`config.mk`:
```
export PLATFORM = sky130hd
export DESIGN_NAME = fit_strategy_block_allocator_unit
export DESIGN_NICKNAME = d
export VERILOG_FILES = /design/src/rtl/core/fsba_pkg.sv /design/src/rtl/core/fit_strategy_block_allocator_unit.sv /design/src/rtl/core/fsba_ctrl.sv /design/src/rtl/core/fsba_datapath.sv
export SDC_FILE = /design/constraint.sdc
export NUM_CORES = 1
export LEC_CHECK = 0
export BUFFER_PORTS_ARGS = -buffer_cell sky130_fd_sc_hd__buf_2
export CAP_MARGIN = 20
export CORE_MARGIN = 3
export CORE_UTILIZATION = 40
export CTS_CLUSTER_DIAMETER = 50
export DETAILED_ROUTE_END_ITERATION = 10
export PLACE_DENSITY = 0.59
export REMOVE_ABC_BUFFERS = 1
export SETUP_SLACK_MARGIN = 0.3
export SKIP_CTS_REPAIR_TIMING = 1
export SYNTH_ARGS = -nofsm -noshare
export SYNTH_HDL_FRONTEND = slang
export SYNTH_SLANG_ARGS = --single-unit
export TNS_END_PERCENT = 5
```
`constraint.sdc`:
```
create_clock -name clock -period 3.7 [get_ports clock]
set_clock_uncertainty 0.1 [all_clocks]
set_input_delay 0.555 -clock clock [delete_from_list [all_inputs] [get_ports clock]]
set_output_delay 0.555 -clock clock [all_outputs]
set_load 0.02 [all_outputs]
```
`src/rtl/core/fsba_pkg.sv`:
```
// Types and constants shared by the fit-strategy block allocator.
`default_nettype none
package fsba_pkg;

   localparam int INDEX_W    = 5;
   localparam int FIELD_W    = 16;
   localparam int CSR_IDX_W  = 1;
   localparam int CSR_DATA_W = 6;
   localparam int STRAT_W    = 2;
   localparam int ACTIVE_W   = 6;

   localparam logic OP_LOAD  = 1'b0;
   localparam logic OP_ALLOC = 1'b1;

   localparam logic [STRAT_W-1:0] STRAT_FIRST = 2'd0;
   localparam logic [STRAT_W-1:0] STRAT_BEST  = 2'd1;
   localparam logic [STRAT_W-1:0] STRAT_WORST = 2'd2;

   localparam logic [CSR_IDX_W-1:0] CSR_STRATEGY = 1'd0;
   localparam logic [CSR_IDX_W-1:0] CSR_ACTIVE   = 1'd1;

   localparam logic [ACTIVE_W-1:0] ACTIVE_RESET = 6'd32;

   typedef struct packed {
      logic               op;
      logic [INDEX_W-1:0] block_index;
      logic [FIELD_W-1:0] size_value;
   } req_type;

   typedef struct packed {
      logic               found;
      logic [INDEX_W-1:0] granted_block;
      logic [FIELD_W-1:0] fragment;
   } rsp_type;

   typedef struct packed {
      logic load;
      logic start;
      logic scan_en;
      logic commit;
   } ctrl_cmd_type;

   typedef struct packed {
      logic scan_done;
      logic out_free;
   } ctrl_sts_type;

endpackage
`default_nettype wire

```
`src/rtl/core/fit_strategy_block_allocator_unit.sv`:
```
// Top level of the fit-strategy block allocator: controller plus datapath.
//
//   channel | ports                                  | payload
//   --------+----------------------------------------+--------------------------------
//   request | req_valid, req_ready, req_data         | op, block_index, size_value
//   result  | rsp_valid, rsp_ready, rsp_data         | found, granted_block, fragment
//   config  | csr_we, csr_index, csr_wdata           | strategy, active_blocks
//
// A load gives no result.
// An allocate scans min(active_blocks, NUM_BLOCKS) blocks before its result (none when
// no block is active): the scan reads one block per cycle.
// One request is worked on at a time; loads are taken while a result waits.
// A result still waiting at the end of a scan holds the commit and the request side.
// Reset clears the used flags and sets strategy to first fit and active_blocks to 32;
// block sizes hold no value until loaded.
`default_nettype none
module fit_strategy_block_allocator_unit #(
   parameter int NUM_BLOCKS = 32,
   parameter int SIZE_BITS  = 16
) (
   input  wire logic                            clock,
   input  wire logic                            reset,
   input  wire logic                            req_valid,
   output logic                                 req_ready,
   input  wire fsba_pkg::req_type               req_data,
   output logic                                 rsp_valid,
   input  wire logic                            rsp_ready,
   output fsba_pkg::rsp_type                    rsp_data,
   input  wire logic                            csr_we,
   input  wire logic [fsba_pkg::CSR_IDX_W-1:0]  csr_index,
   input  wire logic [fsba_pkg::CSR_DATA_W-1:0] csr_wdata
);

   fsba_pkg::ctrl_cmd_type cmd;
   fsba_pkg::ctrl_sts_type sts;

   fsba_ctrl u_ctrl (
      .clock     (clock),
      .reset     (reset),
      .req_valid (req_valid),
      .req_ready (req_ready),
      .req_op    (req_data.op),
      .sts       (sts),
      .cmd       (cmd)
   );

   fsba_datapath #(
      .NUM_BLOCKS (NUM_BLOCKS),
      .SIZE_BITS  (SIZE_BITS)
   ) u_datapath (
      .clock     (clock),
      .reset     (reset),
      .req_data  (req_data),
      .cmd       (cmd),
      .sts       (sts),
      .csr_we    (csr_we),
      .csr_index (csr_index),
      .csr_wdata (csr_wdata),
      .rsp_valid (rsp_valid),
      .rsp_ready (rsp_ready),
      .rsp_data  (rsp_data)
   );

endmodule
`default_nettype wire

```
`src/rtl/core/fsba_ctrl.sv`:
```
// Controller state machine: takes requests and sequences load, scan and commit.
`default_nettype none
module fsba_ctrl (
   input  wire logic                  clock,
   input  wire logic                  reset,
   input  wire logic                  req_valid,
   output logic                       req_ready,
   input  wire logic                  req_op,
   input  wire fsba_pkg::ctrl_sts_type sts,
   output fsba_pkg::ctrl_cmd_type     cmd
);

   typedef enum logic {
      ST_IDLE,
      ST_SCAN
   } state_type;

   state_type state_ff;
   state_type state_in;
   logic      accept;

   assign req_ready = (state_ff == ST_IDLE);
   assign accept    = req_valid && req_ready;

   always_comb begin
      cmd.load    = accept && (req_op == fsba_pkg::OP_LOAD);
      cmd.start   = accept && (req_op == fsba_pkg::OP_ALLOC);
      cmd.scan_en = (state_ff == ST_SCAN);
      cmd.commit  = (state_ff == ST_SCAN) && sts.scan_done && sts.out_free;
   end

   always_comb begin
      state_in = state_ff;
      case (state_ff)
         ST_IDLE: begin
            if (cmd.start) begin
               state_in = ST_SCAN;
            end
         end
         ST_SCAN: begin
            if (cmd.commit) begin
               state_in = ST_IDLE;
            end
         end
         default: begin
            state_in = ST_IDLE;
         end
      endcase
   end

   always_ff @(posedge clock) begin
      if (reset) begin
         state_ff <= ST_IDLE;
      end else begin
         state_ff <= state_in;
      end
   end

endmodule
`default_nettype wire

```
`src/rtl/core/fsba_datapath.sv`:
```
// Datapath: size memory, used flags, scan pointer, fit selection and result register.
`default_nettype none
module fsba_datapath #(
   parameter int NUM_BLOCKS = 32,
   parameter int SIZE_BITS  = 16
) (
   input  wire logic                                clock,
   input  wire logic                                reset,
   input  wire fsba_pkg::req_type                   req_data,
   input  wire fsba_pkg::ctrl_cmd_type              cmd,
   output fsba_pkg::ctrl_sts_type                   sts,
   input  wire logic                                csr_we,
   input  wire logic [fsba_pkg::CSR_IDX_W-1:0]      csr_index,
   input  wire logic [fsba_pkg::CSR_DATA_W-1:0]     csr_wdata,
   output logic                                     rsp_valid,
   input  wire logic                                rsp_ready,
   output fsba_pkg::rsp_type                        rsp_data
);

   localparam int IDX_W = (NUM_BLOCKS > 1) ? $clog2(NUM_BLOCKS) : 1;
   localparam int CNT_W = $clog2(NUM_BLOCKS + 1);

   logic [SIZE_BITS-1:0]         size_mem [NUM_BLOCKS];
   logic [NUM_BLOCKS-1:0]        used_ff;

   logic [fsba_pkg::STRAT_W-1:0] strategy_ff;
   logic [fsba_pkg::ACTIVE_W-1:0] active_ff;

   logic [CNT_W-1:0]             ptr_ff;
   logic [CNT_W-1:0]             limit_ff;
   logic [CNT_W-1:0]             limit_in;
   logic [SIZE_BITS-1:0]         req_size_ff;

   logic                         rd_valid_ff;
   logic                         rd_valid_in;
   logic [IDX_W-1:0]             rd_idx_ff;
   logic [SIZE_BITS-1:0]         rd_size_ff;
   logic                         rd_used_ff;

   logic                         have_ff;
   logic [IDX_W-1:0]             pick_idx_ff;
   logic [SIZE_BITS-1:0]         pick_size_ff;
   logic                         cand;
   logic                         take;

   logic                         rsp_valid_ff;
   fsba_pkg::rsp_type            rsp_data_ff;

   logic [IDX_W-1:0]             ld_addr;
   logic                         ld_in_range;

   assign ld_addr     = IDX_W'(req_data.block_index);
   assign ld_in_range = (32'(req_data.block_index) < NUM_BLOCKS);

   always_comb begin
      if (32'(active_ff) > NUM_BLOCKS) begin
         limit_in = CNT_W'(NUM_BLOCKS);
      end else begin
         limit_in = CNT_W'(active_ff);
      end
   end

   assign rd_valid_in = cmd.scan_en && (ptr_ff < limit_ff);

   assign cand = rd_valid_ff && !rd_used_ff && (rd_size_ff >= req_size_ff);

   always_comb begin
      take = 1'b0;
      if (cand) begin
         if (!have_ff) begin
            take = 1'b1;
         end else begin
            case (strategy_ff)
               fsba_pkg::STRAT_BEST:  take = (rd_size_ff < pick_size_ff);
               fsba_pkg::STRAT_WORST: take = (rd_size_ff > pick_size_ff);
               default:               take = 1'b0;
            endcase
         end
      end
   end

   assign sts.scan_done = (ptr_ff == limit_ff) && !rd_valid_ff;
   assign sts.out_free  = !rsp_valid_ff || rsp_ready;

   // configuration registers
   always_ff @(posedge clock) begin
      if (reset) begin
         strategy_ff <= fsba_pkg::STRAT_FIRST;
         active_ff   <= fsba_pkg::ACTIVE_RESET;
      end else if (csr_we) begin
         case (csr_index)
            fsba_pkg::CSR_STRATEGY: strategy_ff <= csr_wdata[fsba_pkg::STRAT_W-1:0];
            fsba_pkg::CSR_ACTIVE:   active_ff   <= csr_wdata[fsba_pkg::ACTIVE_W-1:0];
            default: begin
            end
         endcase
      end
   end

   // size memory: one write port, one registered read port
   always_ff @(posedge clock) begin
      if (cmd.load && ld_in_range) begin
         size_mem[ld_addr] <= SIZE_BITS'(req_data.size_value);
      end
      rd_size_ff <= size_mem[ptr_ff[IDX_W-1:0]];
   end

   always_ff @(posedge clock) begin
      if (reset) begin
         used_ff <= '0;
      end else if (cmd.load && ld_in_range) begin
         used_ff[ld_addr] <= 1'b0;
      end else if (cmd.commit && have_ff) begin
         used_ff[pick_idx_ff] <= 1'b1;
      end
   end

   always_ff @(posedge clock) begin
      if (reset) begin
         ptr_ff      <= '0;
         limit_ff    <= '0;
         rd_valid_ff <= 1'b0;
         have_ff     <= 1'b0;
      end else begin
         rd_valid_ff <= rd_valid_in;
         if (cmd.start) begin
            ptr_ff   <= '0;
            limit_ff <= limit_in;
            have_ff  <= 1'b0;
         end else begin
            if (rd_valid_in) begin
               ptr_ff <= ptr_ff + CNT_W'(1);
            end
            if (take) begin
               have_ff <= 1'b1;
            end
         end
      end
   end

   always_ff @(posedge clock) begin
      if (cmd.start) begin
         req_size_ff <= SIZE_BITS'(req_data.size_value);
      end
      rd_idx_ff  <= ptr_ff[IDX_W-1:0];
      rd_used_ff <= used_ff[ptr_ff[IDX_W-1:0]];
      if (take) begin
         pick_idx_ff  <= rd_idx_ff;
         pick_size_ff <= rd_size_ff;
      end
   end

   // result register
   always_ff @(posedge clock) begin
      if (reset) begin
         rsp_valid_ff <= 1'b0;
      end else if (cmd.commit) begin
         rsp_valid_ff <= 1'b1;
      end else if (rsp_ready) begin
         rsp_valid_ff <= 1'b0;
      end
   end

   always_ff @(posedge clock) begin
      if (cmd.commit) begin
         if (have_ff) begin
            rsp_data_ff.found         <= 1'b1;
            rsp_data_ff.granted_block <= fsba_pkg::INDEX_W'(pick_idx_ff);
            rsp_data_ff.fragment      <= fsba_pkg::FIELD_W'(pick_size_ff - req_size_ff);
         end else begin
            rsp_data_ff.found         <= 1'b0;
            rsp_data_ff.granted_block <= '0;
            rsp_data_ff.fragment      <= '0;
         end
      end
   end

   assign rsp_valid = rsp_valid_ff;
   assign rsp_data  = rsp_data_ff;

   a_grant_free: assert property (@(posedge clock) disable iff (reset)
      (cmd.commit && have_ff) |-> !used_ff[pick_idx_ff])
      else $error("granted block already in use");

   a_grant_marks_used: assert property (@(posedge clock) disable iff (reset)
      (cmd.commit && have_ff) |=> used_ff[$past(pick_idx_ff)])
      else $error("granted block not marked used");

   a_ptr_bound: assert property (@(posedge clock) disable iff (reset)
      ptr_ff <= limit_ff)
      else $error("scan pointer past limit");

   a_commit_shows: assert property (@(posedge clock) disable iff (reset)
      cmd.commit |=> (rsp_valid_ff && (rsp_data_ff.found == $past(have_ff))))
      else $error("committed result not presented");

endmodule
`default_nettype wire
```
==> results of run 1 <==
[kinds of logic (layout without fill, tap and decap cells)]
kind of cell	count (synthesis)	after routing	share of synthesized area, %
xor+xnor	9	9	0.303
fa+ha+maj	57	57	2.77
mux	191	191	15.7
flops	649	649	72.0
other cells	0	1	0
buf+inv	108	277	1.76
compound gates	153	153	3.37
simple gates	212	212	4.08
[synthesized netlist by cell type (5+ instances only)]
cell type and n:
edfxtp_1 571, nand2_1 56, ha_1 56, dfxtp_1 78, clkbuf_1 32, buf_1 10
o21ai_0 43, nand3_1 13, a21o_1 9, inv_1 47, nor2_1 68, mux2_2 17
nand3b_1 5, mux4_1 7, nor2b_1 7, xnor2_1 8, nand4_1 6, o21a_1 7
nand2b_1 9, a211oi_1 5, buf_2 11, and3_1 5, nor3b_1 8, a21oi_1 71
and2_1 5, mux4_2 163, nor3_1 13
[worst max-delay path: stages (launching register included)]
cell      delay [ns]
dfxtp_1         0.35
inv_1           0.05
ha_1            0.28
nand4_1         0.12
or4b_1          0.54
nand2b_1        0.33
nor3b_2         0.68
nand2_1         0.12
a21oi_1         0.16
[worst min path at each step]
stage | start | end | slack (ns) | cells past startpoint
5_1_grt | csr_wdata[4] | u_datapath.active_ff[4] | 0.11 | 3
4_1_cts | csr_wdata[2] | u_datapath.active_ff[2] | 0.09 | 3
2_1_floorplan | u_datapath.rd_idx_ff[0] | u_datapath.pick_idx_ff[0] | 0.29 | 0
3_5_place_dp | u_datapath.rd_idx_ff[0] | u_datapath.pick_idx_ff[0] | 0.30 | 0
3_3_place_gp | u_datapath.rd_idx_ff[2] | u_datapath.pick_idx_ff[2] | 0.29 | 0
6_report | csr_wdata[2] | u_datapath.active_ff[2] | 0.12 | 3
[per-stage QoR]
| stage | TNS, ns | power (uW) | std cells |
|---|---|---|---|
| finish | 0 | 15000 | 2395 |
| global route | 0 | 15600 | 2394 |
| CTS | 0 | 15200 | 2394 |
| detailed placement | 0 | 8590 | 2269 |
| global placement | 0 | 8570 | 2269 |
| floorplan | -322.38 | 8380 | 1320 |
[power breakdown]
part / internal (uW) / total, uW / switching (uW)
Combinational: 122 / 399 / 276
Clock: 3780 / 6610 / 2830
Sequential: 8010 / 8030 / 20.0
[sequential cells by signal (all words and copies together), names as in the netlist, 6 cells and up]
register	flops
u_datapath.rd_size_ff	16
u_datapath.ptr_ff	6
u_datapath.rsp_data	22
u_datapath.active_ff	6
u_datapath.pick_size_ff	16
u_datapath.size_mem	512
u_datapath.limit_ff	6
u_datapath.req_size_ff	16
u_datapath.used_ff	32
[layer usage]
metal,part of all wire (%),up-vias
met1,45,6982
met2,47,355
li1,-,5783
met4,2.5,0
met3,5.4,91
met5,0,-
[final cells by class]
cell class | instances | share of cell area (%)
Sequential cell | 649 | 63.0
Clock buffer | 95 | 6.39
Antenna cell | 1 | 0.00843
Tap cell | 846 | 3.56
Multi-Input combinational cell | 622 | 23.2
Clock inverter | 30 | 0.906
Timing Repair Buffer | 103 | 2.25
Inverter | 49 | 0.619
==> out/metrics.cfg, run 1 <==
[synthesis]
syn_avg_cell_area_sq_um = 18.8
synth_area_leader_cell = edfxtp_1
yosysUniqueCellTypes = 56
synthArstFlopShare_pct = 0
netlist.area_leader.share_pct = 66.0
netlist_area_sq_mm = 0.0260
yosys_most_used_dff = edfxtp_1
synth_seq_cells = 649
synth_cells = 1379
ys_seq_area_share_pct = 72.0
synth_edf_count = 571
synth_area_leaders = edfxtp_1 (66%), mux4_2 (14%), dfxtp_1 (6.0%), ha_1 (2.7%), a21oi_1 (1.4%)
ys_warn_count = 0

[sta]
fmax_mhz = 355
slew_headroom_pct = 32.4
rsz0062_at_grt = false
hold_viol_final = 0
tightest_slew_ns = 1.01
hold_ws_ns = 0.120
fin_ws_ns = 0.882
post-route-period-util_pct = 76.2
setup_viol = 0
layout_min_cycle_time_ns = 2.82
finalMaxSlewViolations = 0

[finish]
final_core_util_pct = 46.7
mostFrequentLayoutCells = edfxtp_1 (571), mux4_2 (163), dfxtp_1 (74)
drive_gt1_share_pct = 27.4
regArea_sq_mm = 0.0187
fillers = 5396
layout_commonest_cell = edfxtp_1
design_area_sq_mm = 0.0297
multi_input_comb_area_sq_mm = 0.00690
nNetsFinal = 1586
area_growth_pct = 14.3

[power_and_ir_drop]
powerDensity_mw_per_mm2 = 506
irDropWorstVdd_v = 0.000248
leakagePower_uw = 0.00950

[global_routing]
grt_use_met3_pct = 3.76
antenna_found_initial = 1
grt_max_degree = 102
top_usage_layer = met2
grt_use_total_pct = 18.2
use_met1_pct = 26.2
grt_pass1_wl_microns = 89800
use_met2_pct = 28.2
grt_overflow = 0
grt_pass1_vias = 13500

[die]
core_area_sq_mm = 0.0637
ioPinCount = 58
die_area_sq_mm = 0.0681
die-height_microns = 261
num_rows = 92
die_w_microns = 261
start_util_pct = 40.8

[route]
vias_per_cell = 5.52
antenna_left = 0
wl_per_cell_microns = 25.3
drt_pass1_iterations = 5
drt_wl_total_microns = 60700
drt-initial-drc-count = 1273
drc_errors = 0
num_vias = 13200

[clock_network]
cts_root_buf = clkbuf_16
h-tree-depth = 3
cts_tree = done
clkLatencyLatePin_ns = 0.61
clk_path_buf_depth = 3
cts_buffers = 70
path_clk_slew_ns = 0.06
cts_sinks = 649

[outcome]
status = finished, final reports clean

[worst_setup_path]
path_class = reg -> reg
rr_startpoint = u_datapath.limit_ff[4]
crit_start = u_datapath.limit_ff[4]
path_max_fanout = 8
endpoint = u_datapath.used_ff[26]
arrival_ns = 3.24
cp-start-kind = flip-flop
r2r_cells = 8
regToRegSetupSlack_ns = 0.88
required_ns = 4.12
crit_path_end_kind = flip-flop
r2r-end = u_datapath.used_ff[26]

[place]
io_buffer_count = 57
dp_hpwl_microns = 33700
dpl_cell_area_sq_mm = 0.0275
gp_congestion = 0.809
place_ws_ns = 0.866

[min_path]
hold_path.class = in -> reg

[run]
maxCapViolCount = 0

(Power assumes the default switching activity.)
==> run 2: changes to the inputs <==
--- a/config.mk
+++ b/config.mk
@@ -5,13 +5,14 @@
 export SDC_FILE = /design/constraint.sdc
 export NUM_CORES = 1
 export LEC_CHECK = 0
+export ABC_AREA = 1
 export BUFFER_PORTS_ARGS = -buffer_cell sky130_fd_sc_hd__buf_2
 export CAP_MARGIN = 20
 export CORE_MARGIN = 3
 export CORE_UTILIZATION = 40
 export CTS_CLUSTER_DIAMETER = 50
 export DETAILED_ROUTE_END_ITERATION = 10
-export PLACE_DENSITY = 0.59
+export PLACE_DENSITY = 0.61
 export REMOVE_ABC_BUFFERS = 1
 export SETUP_SLACK_MARGIN = 0.3
 export SKIP_CTS_REPAIR_TIMING = 1
==> constraint.sdc (replaced) <==
create_clock -name clock -period 2.3 [get_ports clock]
set_clock_uncertainty 0.1 [all_clocks]
set_input_delay 0.345 -clock clock [delete_from_list [all_inputs] [get_ports clock]]
set_output_delay 0.345 -clock clock [all_outputs]
set_load 0.02 [all_outputs]
==> out/metrics.cfg, run 2 <==
[outcome]
status = finished with violations
violations = negative hold slack

[synthesis]
netlist_area_sq_mm = 0.0268
synth.most_common_cell = edfxtp_1
ys_seq_area_share_pct = 69.7
synth_common_cells = edfxtp_1 (571), nor2_1 (378), o21ai_0 (279)
synthArstFlopShare_pct = 0
yosysUniqueCellTypes = 38
synth_area_leader_cell = edfxtp_1
synth_area_leaders = edfxtp_1 (64%), dfxtp_1 (5.8%), nor2_1 (5.3%), o21ai_0 (5.2%), nand2_1 (2.8%)
synth_seq_cells = 649
synth_cells = 2284
yosys_most_used_dff = edfxtp_1
synth_edf_count = 571
syn_avg_cell_area_sq_um = 11.7
netlist.area_leader.share_pct = 63.9
ys_warn_count = 0

[clock_network]
cts_sinks = 649
cts_tree = done
clkLatencyLatePin_ns = 0.60
cts_root_buf = clkbuf_16
path_clk_slew_ns = 0.06
cts_buffers = 69
clk_path_buf_depth = 3
h-tree-depth = 3

[sta]
hold_viol_final = 3
hold_ws_ns = -0.0354
finalMaxSlewViolations = 0
rsz0062_at_grt = true
fmax_mhz = 455
tightest_slew_ns = 0.852
setup_viol = 0
post-route-period-util_pct = 95.5
layout_min_cycle_time_ns = 2.20
slew_headroom_pct = 43.0

[global_routing]
grt_overflow = 0
antenna_found_initial = 1
grt_max_degree = 62
grt_pass1_vias = 18100
grt_pass1_wl_microns = 110000
grt_use_total_pct = 20.6

[route]
antenna_left = 0
wl_per_cell_microns = 22.0
num_vias = 18600
drt_pass1_iterations = 6
drt-initial-drc-count = 1986
vias_per_cell = 5.56
drt_wl_total_microns = 73400
drc_errors = 0

[die]
die-height_microns = 265
die_area_sq_mm = 0.0702
core_area_sq_mm = 0.0661
num_rows = 94
ioPinCount = 58
start_util_pct = 40.6
die_w_microns = 265

[worst_setup_path]
crit_path_end_kind = flip-flop
path_cells = inv_2 -> ha_4 -> a21oi_1 -> a21oi_1 -> nor2_2 -> nand2_1 -> nand2_1 -> nand3_2 -> a21oi_4 -> clkbuf_16
cpPeakStageDelay_ns = 0.40
cp-start-kind = flip-flop
path_max_fanout = 5
path_class = reg -> reg
cp.buffers_inverters = 2
cpMaxStageDelayCell = edfxtp_1
required_ns = 2.51
arrival_ns = 2.41
crit_family = compound AO/OA/AOI/OAI gates
regToRegSetupSlack_ns = 0.10

[power_and_ir_drop]
power_frac_seq_pct = 51.8
p_switching_uw = 5430
combPwrFrac_pct = 4.8
p_int_uw = 19600
leakagePower_uw = 0.0112
swShare_pct = 21.7
powerDensity_mw_per_mm2 = 788
p_clk_share_pct = 43.4
irDropWorstVdd_v = 0.000601

[place]
gp_congestion = 0.873
dp_hpwl_microns = 43800
io_buffer_count = 57
dpl_cell_area_sq_mm = 0.0290
dp_cells = 3196

[min_path]
hold_path.class = in -> reg

[finish]
nNetsFinal = 2516
final_core_util_pct = 48.0
final_cells = 3342
top_register = u_datapath.size_mem
n_antenna_cell = 0
design_area_sq_mm = 0.0317
drive_gt1_share_pct = 13.8
area_growth_pct = 18.2
mostFrequentLayoutCells = edfxtp_1 (571), nor2_1 (372), o21ai_0 (276)
layout_commonest_cell = edfxtp_1
largest_reg_flops = 512
fillers = 5864

[run]
maxCapViolCount = 0

-- run 2: changes by cell type in the layout (fill, tap and decap cells not counted), moves of 24 or more --
cell / previous run / this run
buf_4: 43 / 73
o22ai_1: 0 / 73
o21ai_1: 0 / 64
a21oi_1: 70 / 99
o211ai_1: 2 / 43
nand3_1: 13 / 109
nor2_1: 36 / 372
nor2_2: 32 / 7
o21ai_0: 43 / 276
buf_12: 3 / 47
inv_1: 47 / 117
o221ai_1: 1 / 25
nand2_1: 56 / 196
mux4_2: 163 / 0
-- run 2: worst paths after layout --
kind	from	end	cells past startpoint
setup reg to reg	u_datapath.pick_size_ff[11]	u_datapath.pick_size_ff[3]	10
setup / recovery	u_datapath.pick_size_ff[11]	u_datapath.pick_size_ff[3]	10
hold / removal	csr_wdata[3]	u_datapath.active_ff[3]	3
hold reg to reg	u_datapath.rd_idx_ff[0]	u_datapath.pick_idx_ff[0]	0
-- run 2: layout make-up --
type / count / area, sq um / area share [%]
Clock buffer: 90 / 1900 / 5.99
Multi-Input combinational cell: 1381 / 7200 / 22.7
Sequential cell: 649 / 18700 / 59.0
Inverter: 133 / 515 / 1.63
Timing Repair Buffer: 191 / 2000 / 6.30
Clock inverter: 34 / 304 / 0.959
Tap cell: 864 / 1080 / 3.41
-- run 2: metrics by stage --
stage	setup slack (ns)	TNS [ns]	total power (uW)	hold WS, ns
after floorplan	-6.56	-512.74	13800	0.286
final	0.105	0	25000	-0.0354
after detailed placement	-0.00320	-0.00320	14300	0.295
after global placement	0.00568	0	14300	0.287
after CTS	-0.0131	-0.0131	25100	-0.157
after global routing	0.00908	0	25800	0.0134
-- run 2: logic make-up after synthesis --
group                      Yosys count  synth area share (%)
and+or+nand+nor                    726                  11.0
DFF                                649                  69.7
AOI/OAI and AO/OA                  597                  12.3
buffers and inverters              254                  4.23
adders and majority gates           57                  2.69
xor gates and xnor gates             1                0.0327
-- run 2: power groups by stage --
stage                     registers [uW]  logic (uW)  clock network, uW
after floorplan                    13300         507                  0
after global placement             13200        1110                  0
after detailed placement           13200        1140                  0
after CTS                          13000        1140              11000
after global routing               13000        1320              11500
final                              13000        1200              10800
-- run 2: tightest hold or removal path: cells and delay by family --
family	cells	cell delay, ns
compound gates	2	0.20
buf+inv	1	0.07
-- run 2: metal layers --
layer,vias up,wire [microns],global-route usage [%]
met5,-,0,0
met4,0,2640,7.45
met2,737,34100,33.0
met1,9177,31700,28.5
met3,134,5000,3.34
li1,8532,-,-
